[src/rtl/lcda_pkg.sv]
// ----------------------------------------------------------------------------
// lcda_pkg: shared types and constants
// Widths, codes and the per-item command word passed from the controller
// to the datapath of the lifetime curve drop analyzer.
// ----------------------------------------------------------------------------
`default_nettype none

package lcda_pkg;

  localparam int COUNT_W = 48;
  localparam int IDX_W   = 5;
  localparam int STEP_W  = 4;
  localparam int DEC_W   = 5;

  localparam logic signed [DEC_W-1:0] DECISION_CONFLICT = -5'sd1;

  typedef struct packed {
    logic              valid;
    logic              first;
    logic              last;
    logic [STEP_W-1:0] step;
  } cmd_t;

endpackage

`default_nettype wire

[src/rtl/lcda_ctrl.sv]
// ----------------------------------------------------------------------------
// lcda_ctrl: group sequencer
// Tracks the position of each accepted item within its group and issues
// one registered command per item to the datapath.
// ----------------------------------------------------------------------------
`default_nettype none

module lcda_ctrl #(
  parameter int GEN_COUNT = 16
) (
  input  wire logic           clk,
  input  wire logic           rst,
  input  wire logic           accept,
  output lcda_pkg::cmd_t      cmd
);

  typedef enum logic {
    S_FIRST,
    S_REST
  } state_t;

  localparam logic [lcda_pkg::IDX_W-1:0] LAST_IDX = lcda_pkg::IDX_W'(GEN_COUNT - 1);

  state_t                       state;
  logic [lcda_pkg::IDX_W-1:0]   entry_index;
  logic [lcda_pkg::IDX_W-1:0]   step_full;

  assign step_full = entry_index - lcda_pkg::IDX_W'(1);

  always_ff @(posedge clk) begin
    if (rst) begin
      state       <= S_FIRST;
      entry_index <= '0;
      cmd         <= '0;
    end else begin
      cmd.valid <= accept;
      cmd.first <= 1'b0;
      cmd.last  <= 1'b0;
      cmd.step  <= step_full[lcda_pkg::STEP_W-1:0];
      if (accept) begin
        unique case (state)
          S_FIRST: begin
            cmd.first   <= 1'b1;
            entry_index <= lcda_pkg::IDX_W'(1);
            state       <= S_REST;
          end
          S_REST: begin
            if (entry_index == LAST_IDX) begin
              cmd.last    <= 1'b1;
              entry_index <= '0;
              state       <= S_FIRST;
            end else begin
              entry_index <= entry_index + lcda_pkg::IDX_W'(1);
            end
          end
          default: state <= S_FIRST;
        endcase
      end
    end
  end

endmodule

`default_nettype wire

[src/rtl/lcda_datapath.sv]
// ----------------------------------------------------------------------------
// lcda_datapath: fall measurement and drop tracking
// Stage one forms the fall from the previous count, stage two applies the
// one-tenth test, tracks the steepest drop and registers the decision.
// ----------------------------------------------------------------------------
`default_nettype none

module lcda_datapath #(
  parameter int GEN_COUNT = 16
) (
  input  wire logic                               clk,
  input  wire logic                               rst,
  input  wire logic                               accept,
  input  wire logic [lcda_pkg::COUNT_W-1:0]       count,
  input  wire lcda_pkg::cmd_t                     cmd,
  output logic                                    strobe,
  output logic signed [lcda_pkg::DEC_W-1:0]       decision
);

  localparam int CW = lcda_pkg::COUNT_W;
  localparam int IW = lcda_pkg::IDX_W;
  localparam int SW = lcda_pkg::STEP_W;
  localparam logic [IW-1:0] NO_DROP = IW'(GEN_COUNT);

  logic [CW-1:0] previous_count;
  logic [CW-1:0] count_q;
  logic [CW:0]   diff_q;

  logic [CW-1:0] base_total;
  logic [IW-1:0] last_drop_index;
  logic [SW-1:0] best_index;
  logic [CW-1:0] best_step;
  logic          conflict_seen;

  logic [CW-1:0] fall;
  logic [CW+3:0] fall_x10;
  logic          is_fall;
  logic          is_drop;
  logic [IW-1:0] step_ext;
  logic          conflict_next;
  logic [SW-1:0] best_index_next;

  always_ff @(posedge clk) begin
    if (accept) begin
      previous_count <= count;
      count_q        <= count;
      diff_q         <= {1'b0, previous_count} - {1'b0, count};
    end
  end

  assign fall     = diff_q[CW-1:0];
  assign is_fall  = !diff_q[CW] && (fall != '0);
  assign fall_x10 = {1'b0, fall, 3'b000} + {3'b000, fall, 1'b0};
  assign is_drop  = is_fall && (fall_x10 >= {4'b0000, base_total});
  assign step_ext = IW'(cmd.step);

  always_comb begin
    conflict_next   = conflict_seen;
    best_index_next = best_index;
    if (is_drop) begin
      if (last_drop_index != NO_DROP && step_ext != last_drop_index + IW'(1)) begin
        conflict_next = 1'b1;
      end
      if (fall > best_step) begin
        best_index_next = cmd.step;
      end
    end
  end

  always_ff @(posedge clk) begin
    if (rst) begin
      base_total      <= '0;
      last_drop_index <= NO_DROP;
      best_index      <= '0;
      best_step       <= '0;
      conflict_seen   <= 1'b0;
      strobe          <= 1'b0;
    end else begin
      strobe <= cmd.valid && cmd.last;
      if (cmd.valid) begin
        if (cmd.first) begin
          base_total      <= count_q;
          last_drop_index <= NO_DROP;
          best_index      <= '0;
          best_step       <= '0;
          conflict_seen   <= 1'b0;
        end else if (is_drop) begin
          last_drop_index <= step_ext;
          conflict_seen   <= conflict_next;
          best_index      <= best_index_next;
          if (fall > best_step) begin
            best_step <= fall;
          end
        end
      end
    end
  end

  always_ff @(posedge clk) begin
    if (cmd.valid && cmd.last) begin
      if (base_total == '0) begin
        decision <= '0;
      end else if (conflict_next) begin
        decision <= lcda_pkg::DECISION_CONFLICT;
      end else begin
        decision <= $signed({1'b0, best_index_next});
      end
    end
  end

endmodule

`default_nettype wire

[src/rtl/lifetime_curve_drop_analyzer.sv]
// ----------------------------------------------------------------------------
// lifetime_curve_drop_analyzer: top level
// Finds the steepest consecutive drop of a survival curve.
// ----------------------------------------------------------------------------
// Each item is one count of a curve; a group holds GEN_COUNT items, the first
// being the total allocation count. An item is taken when start is high and
// busy is low. Busy stays low, so one item may be given in every cycle.
// One decision is produced per group after its last item is taken: the fall
// is formed in the first stage, and the drop test, the running maximum and
// the decision are resolved in the second stage. Throughput is one item per
// cycle, set by the drop tracking loop in the datapath. The decision is
// marked by strobe, which is high for exactly one cycle; the receiver cannot
// hold it off and must take it then. Reset clears the group position and all
// drop tracking, so the next item after reset starts a new group.
// ----------------------------------------------------------------------------
`default_nettype none

module lifetime_curve_drop_analyzer #(
  parameter int GEN_COUNT = 16
) (
  input  wire logic                               clk,
  input  wire logic                               rst,
  input  wire logic                               start,
  output logic                                    busy,
  input  wire logic [lcda_pkg::COUNT_W-1:0]       count,
  output logic                                    strobe,
  output logic signed [lcda_pkg::DEC_W-1:0]       decision
);

  logic           accept;
  lcda_pkg::cmd_t cmd;

  assign busy   = 1'b0;
  assign accept = start && !busy;

  lcda_ctrl #(
    .GEN_COUNT(GEN_COUNT)
  ) u_ctrl (
    .clk   (clk),
    .rst   (rst),
    .accept(accept),
    .cmd   (cmd)
  );

  lcda_datapath #(
    .GEN_COUNT(GEN_COUNT)
  ) u_datapath (
    .clk     (clk),
    .rst     (rst),
    .accept  (accept),
    .count   (count),
    .cmd     (cmd),
    .strobe  (strobe),
    .decision(decision)
  );

endmodule

`default_nettype wire

[config.mk]
export PLATFORM = sky130hd
export DESIGN_NAME = lifetime_curve_drop_analyzer
export DESIGN_NICKNAME = d
export VERILOG_FILES = /design/src/rtl/lcda_pkg.sv /design/src/rtl/lcda_ctrl.sv /design/src/rtl/lcda_datapath.sv /design/src/rtl/lifetime_curve_drop_analyzer.sv
export SDC_FILE = /design/constraint.sdc
export NUM_CORES = 1
export LEC_CHECK = 0
export BUFFER_PORTS_ARGS = -buffer_cell sky130_fd_sc_hd__buf_2
export CAP_MARGIN = 20
export CORE_MARGIN = 1.5
export CORE_UTILIZATION = 45
export CTS_CLUSTER_SIZE = 10
export DETAILED_ROUTE_END_ITERATION = 10
export SYNTH_ARGS = -nofsm -noshare
export SYNTH_HDL_FRONTEND = slang
export SYNTH_HIERARCHICAL = 1
export SYNTH_SLANG_ARGS = --single-unit
[constraint.sdc]
create_clock -name clk -period 5.9 [get_ports clk]
set_input_delay 1.18 -clock clk [delete_from_list [all_inputs] [get_ports clk]]
set_output_delay 1.18 -clock clk [all_outputs]
set_load 0.03 [all_outputs]
==> results.ini, run 1 <==
[pwr]
p_switching_w=0.002280
power.internal_w=0.003936
leakage_nw=7.333
power_frac_comb=0.423
p_seq_frac=0.308
swShare=0.3668
clkPwrFrac=0.269
vdd_drop_max_uv=240.1
power_density_nw_per_um2=346.1

[sta]
slew_headroom=0.3171
finalSetupViolations=0
max_freq_ghz=0.1739
rsz0062_at_grt=true
finalHoldViolCount=0
final_max_slew_viol_count=0
finalCritPeriodShare=0.9746
min_period_ns=5.750
skew_ns=0.008278
tightestPinTransition_ns=1.022

[setup_path]
cp-end-kind=register
reg2reg_slack_ns=0.15
reg2reg_depth=27
startpoint_type=register
r2r_start=u_datapath/diff_q[2]
reg2reg_to=u_datapath/decision[0]
worstPathMaxFanout=4
setup.worst_path.class=reg -> reg
crit_arrival_ns=6.04
required_ns=6.19

[die]
start_util=0.4583
placementRows=68
placeableCoreArea_um2=34630
die_area_um2=36400
io_pins=58
fp.dieW_um=190.8
die-height_um=190.8

[layout]
fin_cells=2406
n_antenna_cell=0
nets=2176
utilization=0.5185
final_common_cell=nand2_1
final_cell_mix=243 x nand2_1, 192 x ha_1, 176 x inv_1
syn_to_final_growth_pct=13.14
drive_above_1_share=0.1051
fill_cells=3255

[clock_tree]
clk_latency_ns=0.54
cts_root_buffer=clkbuf_16
clock_sinks=222
cts_made_buffers=28
tritoncts=built
clk_path_buf_depth=3
cts_max_level=1
clk_pin_slew_worst_paths_ns=0.06

[logic_synthesis]
synthDistinctLibCells=86
synth-seq-cells=222
yosysSeqAreaShare=0.3444
ys.flop_type=dfxtp_1
async_flop_share=0
synth_nets=2102
syn_area_um2=15870
syn_inst=1856
synth_edf_count=102
avgSynthCellArea_um2=8.551
yosysWarnings=6

[min_path]
holdPathStages=2
hold_end=u_datapath/best_step[17]
hold_path.startpoint=u_datapath/best_step[17]
hold_class=reg -> reg

[global_route]
grt_pass1_wl_um=67140
grt_max_degree=77
antenna_found_initial=0
grt_util_all_layers=0.2290
grt_pass1_vias=12850
grt_overflow_total=0

[drt]
drt_wl_total_um=41610
post-route-drc-count=0
first_pass_iters=5
vias=13450
viasPerCell=5.591
post_drt_wl_per_cell_um=17.29
initialDrtViolationCount=845
drt.antenna.violating_nets=0

[place]
io_buffers=56
dp_hpwl_um=31540
dp.cells=2344
gp_congestion=0.9100

[run]
cap_violations=0

[outcome]
outcome=completed

[power groups by stage]
stage / Clock, W / Sequential, W / Combinational (W)
after floorplan: 0 / 0.00188 / 0.00186
after global placement: 0 / 0.00194 / 0.00245
after detailed placement: 0 / 0.00195 / 0.00248
after CTS: 0.00171 / 0.00191 / 0.00253
after global routing: 0.00177 / 0.00193 / 0.00293
final: 0.00167 / 0.00191 / 0.00263
[layout make-up]
type                            count  area (um^2)  area share
Multi-Input combinational cell   1382         9552      0.5319
Tap cell                          455        569.3     0.03171
Sequential cell                   222         5465      0.3044
Timing Repair Buffer              120        812.0     0.04522
Clock inverter                      3        40.04    0.002230
Inverter                          176        660.6     0.03679
Clock buffer                       48        857.1     0.04773
[kinds of logic after synthesis]
logic type               share of synthesized area
AO/OA/AOI/OAI                               0.2112
adder cells (fa/ha/maj)                     0.1547
buffers and inverters                      0.06323
other                                    0.0002363
multiplexers                              0.005677
AND/OR/NAND/NOR                             0.1704
XOR/XNOR                                   0.05022
flip-flops                                  0.3444
[stage by stage]
stage | hold WS (ns) | instance area, um^2 | setup WS (ns) | power, W | setup TNS [ns]
after floorplan | 0.4369 | 15870 | 0.1271 | 0.003737 | 0
after global placement | 0.4443 | 16810 | -0.1279 | 0.004395 | -2.271
after detailed placement | 0.4543 | 16810 | -0.2281 | 0.004424 | -6.324
after CTS | 0.4639 | 17760 | 0.02668 | 0.006156 | 0
after global routing | 0.4862 | 17960 | -0.05014 | 0.006632 | -0.4133
final | 0.4583 | 17960 | 0.1500 | 0.006215 | 0
[cell usage after synthesis, drive strengths merged, types with 10 or more instances]
cell type / n / area [um^2]
nand2: 243 / 912.1
ha: 193 / 2415
a21oi: 181 / 917.1
inv: 176 / 660.6
dfxtp: 120 / 2402
o21ai: 105 / 544.3
edfxtp: 102 / 3063
a21o: 82 / 616.8
nand3: 69 / 345.3
nor2: 66 / 247.7
xnor2: 55 / 481.7
clkbuf: 53 / 201.4
nand4: 41 / 262.8
xor2: 36 / 315.3
nor4: 32 / 206.5
nor2b: 24 / 150.1
a31oi: 23 / 143.9
buf: 23 / 141.4
o21a: 22 / 165.2
o211ai: 19 / 166.4
nor3: 18 / 90.09
and3: 14 / 87.58
a2111oi: 10 / 95.09
a211oi: 10 / 80.07
nand2b: 10 / 62.56
[routing by layer]
metal,track usage,vias up,part of all wire,wire (um)
met5,0,-,0,0
met4,0.05360,0,0.023,970
met3,0.02190,51,0.039,1627
met2,0.3665,262,0.44,18440
met1,0.3308,6302,0.49,20580
li1,-,6836,-,-
[state kept, by name, summed over array words and instances (netlist names), 4 cells and up]
register and cells:
u_datapath/diff_q 49, u_datapath/base_total 48, u_datapath/best_step 48, u_datapath/count_q 48, u_ctrl/cmd 7, u_ctrl/entry_index 5
u_datapath/decision 5, u_datapath/last_drop_index 5, u_datapath/best_index 4
[critical path, cell delays in order, from the launching register on]
cell and delay [ns]:
edfxtp_1 0.39, ha_2 0.22, fa_2 0.35, a211oi_2 0.19, buf_4 0.16, o21ai_4 0.07, a31o_4 0.27, a31oi_4 0.21
o211ai_4 0.14, a31oi_4 0.24, o21ai_2 0.09, a31oi_2 0.24, o221ai_2 0.16, a31oi_1 0.21, xnor2_1 0.16, ha_1 0.28
nand4_1 0.14, nor2_1 0.06, a21oi_1 0.14, o211ai_1 0.14, a221oi_1 0.32, buf_4 0.16, and4b_1 0.19, o41ai_2 0.07
a31o_4 0.25, o21ai_4 0.22, nor2_4 0.07, a221o_1 0.36
[how the worst max path moves through the flow]
stage	from	end	slack, ns	cells after the start
after floorplan	u_datapath/diff_q[2]	u_datapath/decision[0]	0.13	24
after global placement	u_datapath/diff_q[0]	u_datapath/decision[2]	-0.13	25
after detailed placement	u_datapath/diff_q[0]	u_datapath/best_step[10]	-0.23	27
after CTS	u_datapath/diff_q[0]	u_datapath/decision[2]	0.03	25
after global routing	u_datapath/diff_q[2]	u_datapath/decision[1]	-0.05	27
final	u_datapath/diff_q[2]	u_datapath/decision[0]	0.15	27
[repair_timing]
item | in CTS | in global routing
cloned | 0 | 0
setup buffers | 3 | 7
hold buffers | 0 | 0
pin swaps | 6 | 19
endpoints found under the setup margin | 63 | 63
gates resized for setup | 6 | 32
No activity file was read; power rests on OpenSTA's default activity.
==> run 2: changes to the inputs <==
--- a/config.mk
+++ b/config.mk
@@ -8,9 +8,10 @@
 export BUFFER_PORTS_ARGS = -buffer_cell sky130_fd_sc_hd__buf_2
 export CAP_MARGIN = 20
 export CORE_MARGIN = 1.5
-export CORE_UTILIZATION = 45
+export CORE_UTILIZATION = 57
 export CTS_CLUSTER_SIZE = 10
 export DETAILED_ROUTE_END_ITERATION = 10
+export PLACE_DENSITY = 0.77
 export SYNTH_ARGS = -nofsm -noshare
 export SYNTH_HDL_FRONTEND = slang
 export SYNTH_HIERARCHICAL = 1
==> run 2 against run 1 <==
  * Fmax up 1.5%
  * Clock skew is 0.0081 ns higher
  * Final area fell by 1.5%
  * Sequential share of layout area grew 0.47 points
  * Clock power shrank 10%
  * Non-clock buffer count down 5
  * Combinational power is essentially flat
  * Wire length fell by 1.6%
  * Sequential power about the same
==> results.ini, run 2 (synthesis gave the netlist of run 1 again) <==
[outcome]
outcome=completed

[sta]
finalCritPeriodShare=0.9601
final.setup.tns_ns=0
holdWs_ns=0.4595
tightestPinTransition_ns=0.9682
final_max_slew_viol_count=0
finalSetupViolations=0
min_period_ns=5.665
finalHoldViolCount=0
slew_headroom=0.3529
max_freq_ghz=0.1765
skew_ns=0.01638

[layout]
fin_cells=2315
largest_register_ffs=49
n_antenna_cell=0
max_flop_register=u_datapath/diff_q
nets=2170
utilization=0.6507
final_cell_mix=242 x nand2_1, 192 x ha_1, 176 x inv_1
final_common_cell=nand2_1
drive_above_1_share=0.09985
syn_to_final_growth_pct=11.42
fill_cells=2286

[die]
placeableCoreArea_um2=27180
placementRows=60
start_util=0.5840
die-height_um=169.9
io_pins=58
fp.dieW_um=169.9
die_area_um2=28850

[global_route]
grt_pass1_vias=12940
grt_max_degree=76
use_met3=0.02953
grt.busiest_layer=met2
grt_util_all_layers=0.2823
grt_pass1_wl_um=65970
antenna_found_initial=0
grt_overflow_total=0
grtUsageMet2=0.4795
met1_usage=0.3856

[setup_path]
reg2reg_to=u_datapath/decision[3]
cp-end-kind=register
crit_family=compound AO/OA/AOI/OAI gates
setup.worst_path.class=reg -> reg
critPathSlowestCell=edfxtp_1
reg2reg_slack_ns=0.24
startpoint_type=register
required_ns=6.18
startpoint=u_datapath/diff_q[2]
r2r_start=u_datapath/diff_q[2]
crit_path_max_incr_delay_ns=0.41
crit_arrival_ns=5.94
cp_num_cells=25
reg2reg_depth=25
cp_num_buf_inv=1
worstPathMaxFanout=4
crit_path_end=u_datapath/decision[3]
cpMostUsedCell=a21o_1

[pwr]
clkPwrFrac=0.247
leakage_nw=7.246
p_seq_frac=0.316
p_switching_w=0.002273
power_frac_comb=0.437
vdd_drop_max_uv=294.3
swShare=0.3751
power_w=0.006061
power_density_nw_per_um2=342.7
power.internal_w=0.003787

[clock_tree]
cts_max_level=1
clk_path_buf_depth=3
clk_pin_slew_worst_paths_ns=0.06
cts_root_buffer=clkbuf_16
tritoncts=built
clk_latency_ns=0.54
cts_made_buffers=27
clock_sinks=222
hold_buffers=0

[drt]
post_drt_wl_per_cell_um=17.68
initialDrtViolationCount=1026
drt_wl_total_um=40930
first_pass_iters=5
drt.antenna.violating_nets=0
post-route-drc-count=0
viasPerCell=5.978
vias=13840

[place]
io_buffers=56
dp.cells=2261
dp_hpwl_um=30610
gp_congestion=0.9624

[min_path]
hold_class=reg -> reg

[run]
cap_violations=0

-- run 2: cell count changes in the layout (fill, tap and decap cells not counted), moves of 2 or more --
cell	before	now
clkbuf_8	6	2
o21ai_0	80	87
buf_4	61	56
nor4_2	3	1
clkbuf_1	13	18
clkbuf_16	29	27
o21ai_1	20	13
clkinv_2	2	0
-- run 2: how the worst min path moves through the flow --
stage                                     endpoint                      from  depth (start not counted)
after floorplan           u_datapath/best_step[43]  u_datapath/best_step[43]                          2
after global placement    u_datapath/best_step[36]  u_datapath/best_step[36]                          2
after detailed placement  u_datapath/best_step[12]  u_datapath/best_step[12]                          2
after CTS                 u_datapath/best_step[12]  u_datapath/best_step[12]                          2
after global routing      u_datapath/best_step[37]  u_datapath/best_step[37]                          2
final                     u_datapath/best_step[36]  u_datapath/best_step[36]                          2
-- run 2: what timing repair did --
item                                    CTS  global route
gates resized for setup                   5            27
pin swaps                                 4            11
endpoints found under the setup margin   63            63
gates cloned                              0             0
setup buffers                             2             3
-- run 2: tightest hold or removal path, stage by stage, from the launching register on --
cell and delay, ns:
dfxtp_1 0.31, nand3_1 0.06, o21ai_1 0.05
-- run 2: cell type report --
class / instances / area [um^2] / share of cell area
repair buffers: 115 / 765.7 / 0.04330
clock buffers: 47 / 770.7 / 0.04359
clock inverters: 1 / 8.758 / 0.0004953
well taps: 372 / 465.4 / 0.02632
inverters: 176 / 660.6 / 0.03736
flip-flops and latches: 222 / 5465 / 0.3091
multi-input cells: 1382 / 9547 / 0.5399
-- run 2: power groups by stage --
stage	Clock, W	Sequential [W]	Combinational (W)
6_report	0.00150	0.00191	0.00265
5_1_grt	0.00158	0.00193	0.00293
4_1_cts	0.00152	0.00191	0.00253
3_5_place_dp	0	0.00194	0.00248
3_3_place_gp	0	0.00194	0.00242
2_1_floorplan	0	0.00188	0.00186
-- run 2: per-stage QoR --
stage          worst slack [ns]  area, um^2
6_report                 0.2355       17680
4_1_cts                0.005565       17510
3_5_place_dp            -0.2202       16690
3_3_place_gp           -0.08599       16690
2_1_floorplan            0.1271       15870
5_1_grt                -0.02073       17680
-- run 2: per-layer routing --
layer	vias to the layer above	part of all wire
met3	62	0.055
met1	6546	0.46
li1	6839	-
met4	0	0.025
met5	-	0
met2	393	0.46
==> run 3: changes to the inputs <==
--- a/config.mk
+++ b/config.mk
@@ -8,10 +8,11 @@
 export BUFFER_PORTS_ARGS = -buffer_cell sky130_fd_sc_hd__buf_2
 export CAP_MARGIN = 20
 export CORE_MARGIN = 1.5
-export CORE_UTILIZATION = 57
+export CORE_UTILIZATION = 59
+export CTS_BUF_LIST = sky130_fd_sc_hd__clkbuf_8
 export CTS_CLUSTER_SIZE = 10
 export DETAILED_ROUTE_END_ITERATION = 10
-export PLACE_DENSITY = 0.77
+export PLACE_DENSITY = 0.8
 export SYNTH_ARGS = -nofsm -noshare
 export SYNTH_HDL_FRONTEND = slang
 export SYNTH_HIERARCHICAL = 1
==> run 3 against run 2 <==
  * Global-route usage increased by 1.1 points
  * Clock skew increased by 0.0045 ns
  * Wire length rose by 0.51%
  * Power grew 3.2%
  * Core utilization is 3.1 points higher
  * Non-clock buffer count grew 9
  * Combinational power rose by 2%
  * First-iteration DRC count is 29% higher
  * Critical path depth unchanged
  * Sequential share of layout area decreased by 0.32 points
  * Final cell count decreased by 0.13%
  * Worst hold slack improved by 0.0042 ns
  * Critical endpoint is now u_datapath/decision[2]
==> results.ini, run 3 (synthesis gave the netlist of run 1 again) <==
[sta]
finalSetupViolations=0
rsz0062_at_grt=true
tightestPinTransition_ns=0.9434
final_max_slew_viol_count=0
slew_headroom=0.3695
holdWs_ns=0.4637
finalCritPeriodShare=0.9782
max_freq_ghz=0.1733
skew_ns=0.02085
finalHoldViolCount=0
min_period_ns=5.771

[layout]
largest_register_ffs=49
final_common_cell=nand2_1
final_cell_mix=243 x nand2_1, 191 x ha_1, 188 x inv_1
fin_cells=2312
n_antenna_cell=0
max_flop_register=u_datapath/diff_q
nets=2193
drive_above_1_share=0.1179
syn_to_final_growth_pct=12.61

[run]
cap_violations=0

[setup_path]
worstPathMaxFanout=5
required_ns=6.17
startpoint_type=register
cp-end-kind=register
setup.worst_path.class=reg -> reg
crit_arrival_ns=6.04

[pwr]
vdd_drop_max_uv=265.3
leakage_nw=7.409
power_density_nw_per_um2=350.0

[global_route]
grt_pass1_vias=13780
grt_max_degree=78
grt_util_all_layers=0.2931
grt_overflow_total=0
antenna_found_initial=0
grt_pass1_wl_um=67160

[drt]
post_drt_wl_per_cell_um=17.79
initialDrtViolationCount=1322
viasPerCell=6.183
post-route-drc-count=0
drt.antenna.violating_nets=0
drt_wl_total_um=41140
first_pass_iters=6
vias=14300

[clock_tree]
clk_path_buf_depth=3
clk_pin_slew_worst_paths_ns=0.06
clock_sinks=222
tritoncts=built
cts_root_buffer=clkbuf_8
cts_made_buffers=41
clk_latency_ns=0.54
hold_buffers=0
cts_max_level=2

[die]
die-height_um=167.0
die_area_um2=27890
placementRows=59
start_util=0.6056
placeableCoreArea_um2=26210
fp.dieW_um=167.0
io_pins=58

[place]
gp_congestion=0.9585
io_buffers=56
dp_hpwl_um=30330
dp.cells=2226

[min_path]
hold_class=reg -> reg

[outcome]
outcome=completed

==> run 3: final cells by class <==
class | instances | area, um^2
repair buffers | 124 | 825.8
inverters | 176 | 660.6
clock inverters | 28 | 276.5
well taps | 335 | 419.2
fillers | 2091 | 8335
multi-input cells | 1382 | 9604
flip-flops and latches | 222 | 5465
clock buffers | 45 | 619.3
==> run 3: timing repair <==
action,in CTS,in global routing
pin swaps,7,19
cloned,0,0
endpoints found under the setup margin,63,63
resized for setup,10,36
buffers inserted,8,5
==> run 3: critical path: stages, from the launching register on <==
cell	delay (ns)
edfxtp_1	0.44
ha_4	0.20
fa_2	0.36
a211oi_2	0.19
buf_4	0.16
o21ai_4	0.07
a31o_4	0.26
a31oi_4	0.18
o211ai_4	0.15
a211oi_2	0.29
o21ai_1	0.14
a21o_1	0.20
a21oi_1	0.17
xnor2_1	0.16
ha_1	0.28
a21o_1	0.19
a21o_1	0.18
a2111oi_2	0.35
or4_1	0.19
o211ai_1	0.11
and4b_1	0.29
o41ai_2	0.08
a31o_4	0.25
o211ai_1	0.21
a21oi_2	0.12
a221o_1	0.29
==> run 3: layer usage <==
layer / global-route usage / wire, um
met4: 0.1158 / 1485
met5: 0 / 0
met3: 0.03826 / 2342
met2: 0.4812 / 18770
met1: 0.3926 / 18540
==> run 3: final timing paths <==
check	startpoint	endpoint	slack [ns]	cells past startpoint
setup / recovery	u_datapath/diff_q[0]	u_datapath/decision[2]	0.13	25
hold / removal	u_datapath/best_step[43]	u_datapath/best_step[43]	0.46	2
setup reg to reg	u_datapath/diff_q[0]	u_datapath/decision[2]	0.13	25
hold reg to reg	u_datapath/best_step[43]	u_datapath/best_step[43]	0.46	2
==> run 3: through the flow <==
stage | utilization | setup WS (ns) | power, W | setup TNS [ns] | cell area (um^2)
floorplan | - | 0.1271 | 0.003737 | 0 | 15870
global placement | 0.6363 | -0.07028 | 0.004361 | -0.5058 | 16680
detailed placement | 0.6363 | -0.2322 | 0.004432 | -6.116 | 16680
CTS | 0.6746 | 0.001819 | 0.006135 | 0 | 17680
global route | 0.6819 | -0.1162 | 0.006634 | -2.224 | 17870
finish | 0.6819 | 0.1287 | 0.006254 | 0 | 17870
==> run 3: power breakdown <==
group	switching, W	internal, W
registers	0.000153	0.00176
logic	0.00153	0.00119
clock network	0.000657	0.000966
total	0.00234	0.00392
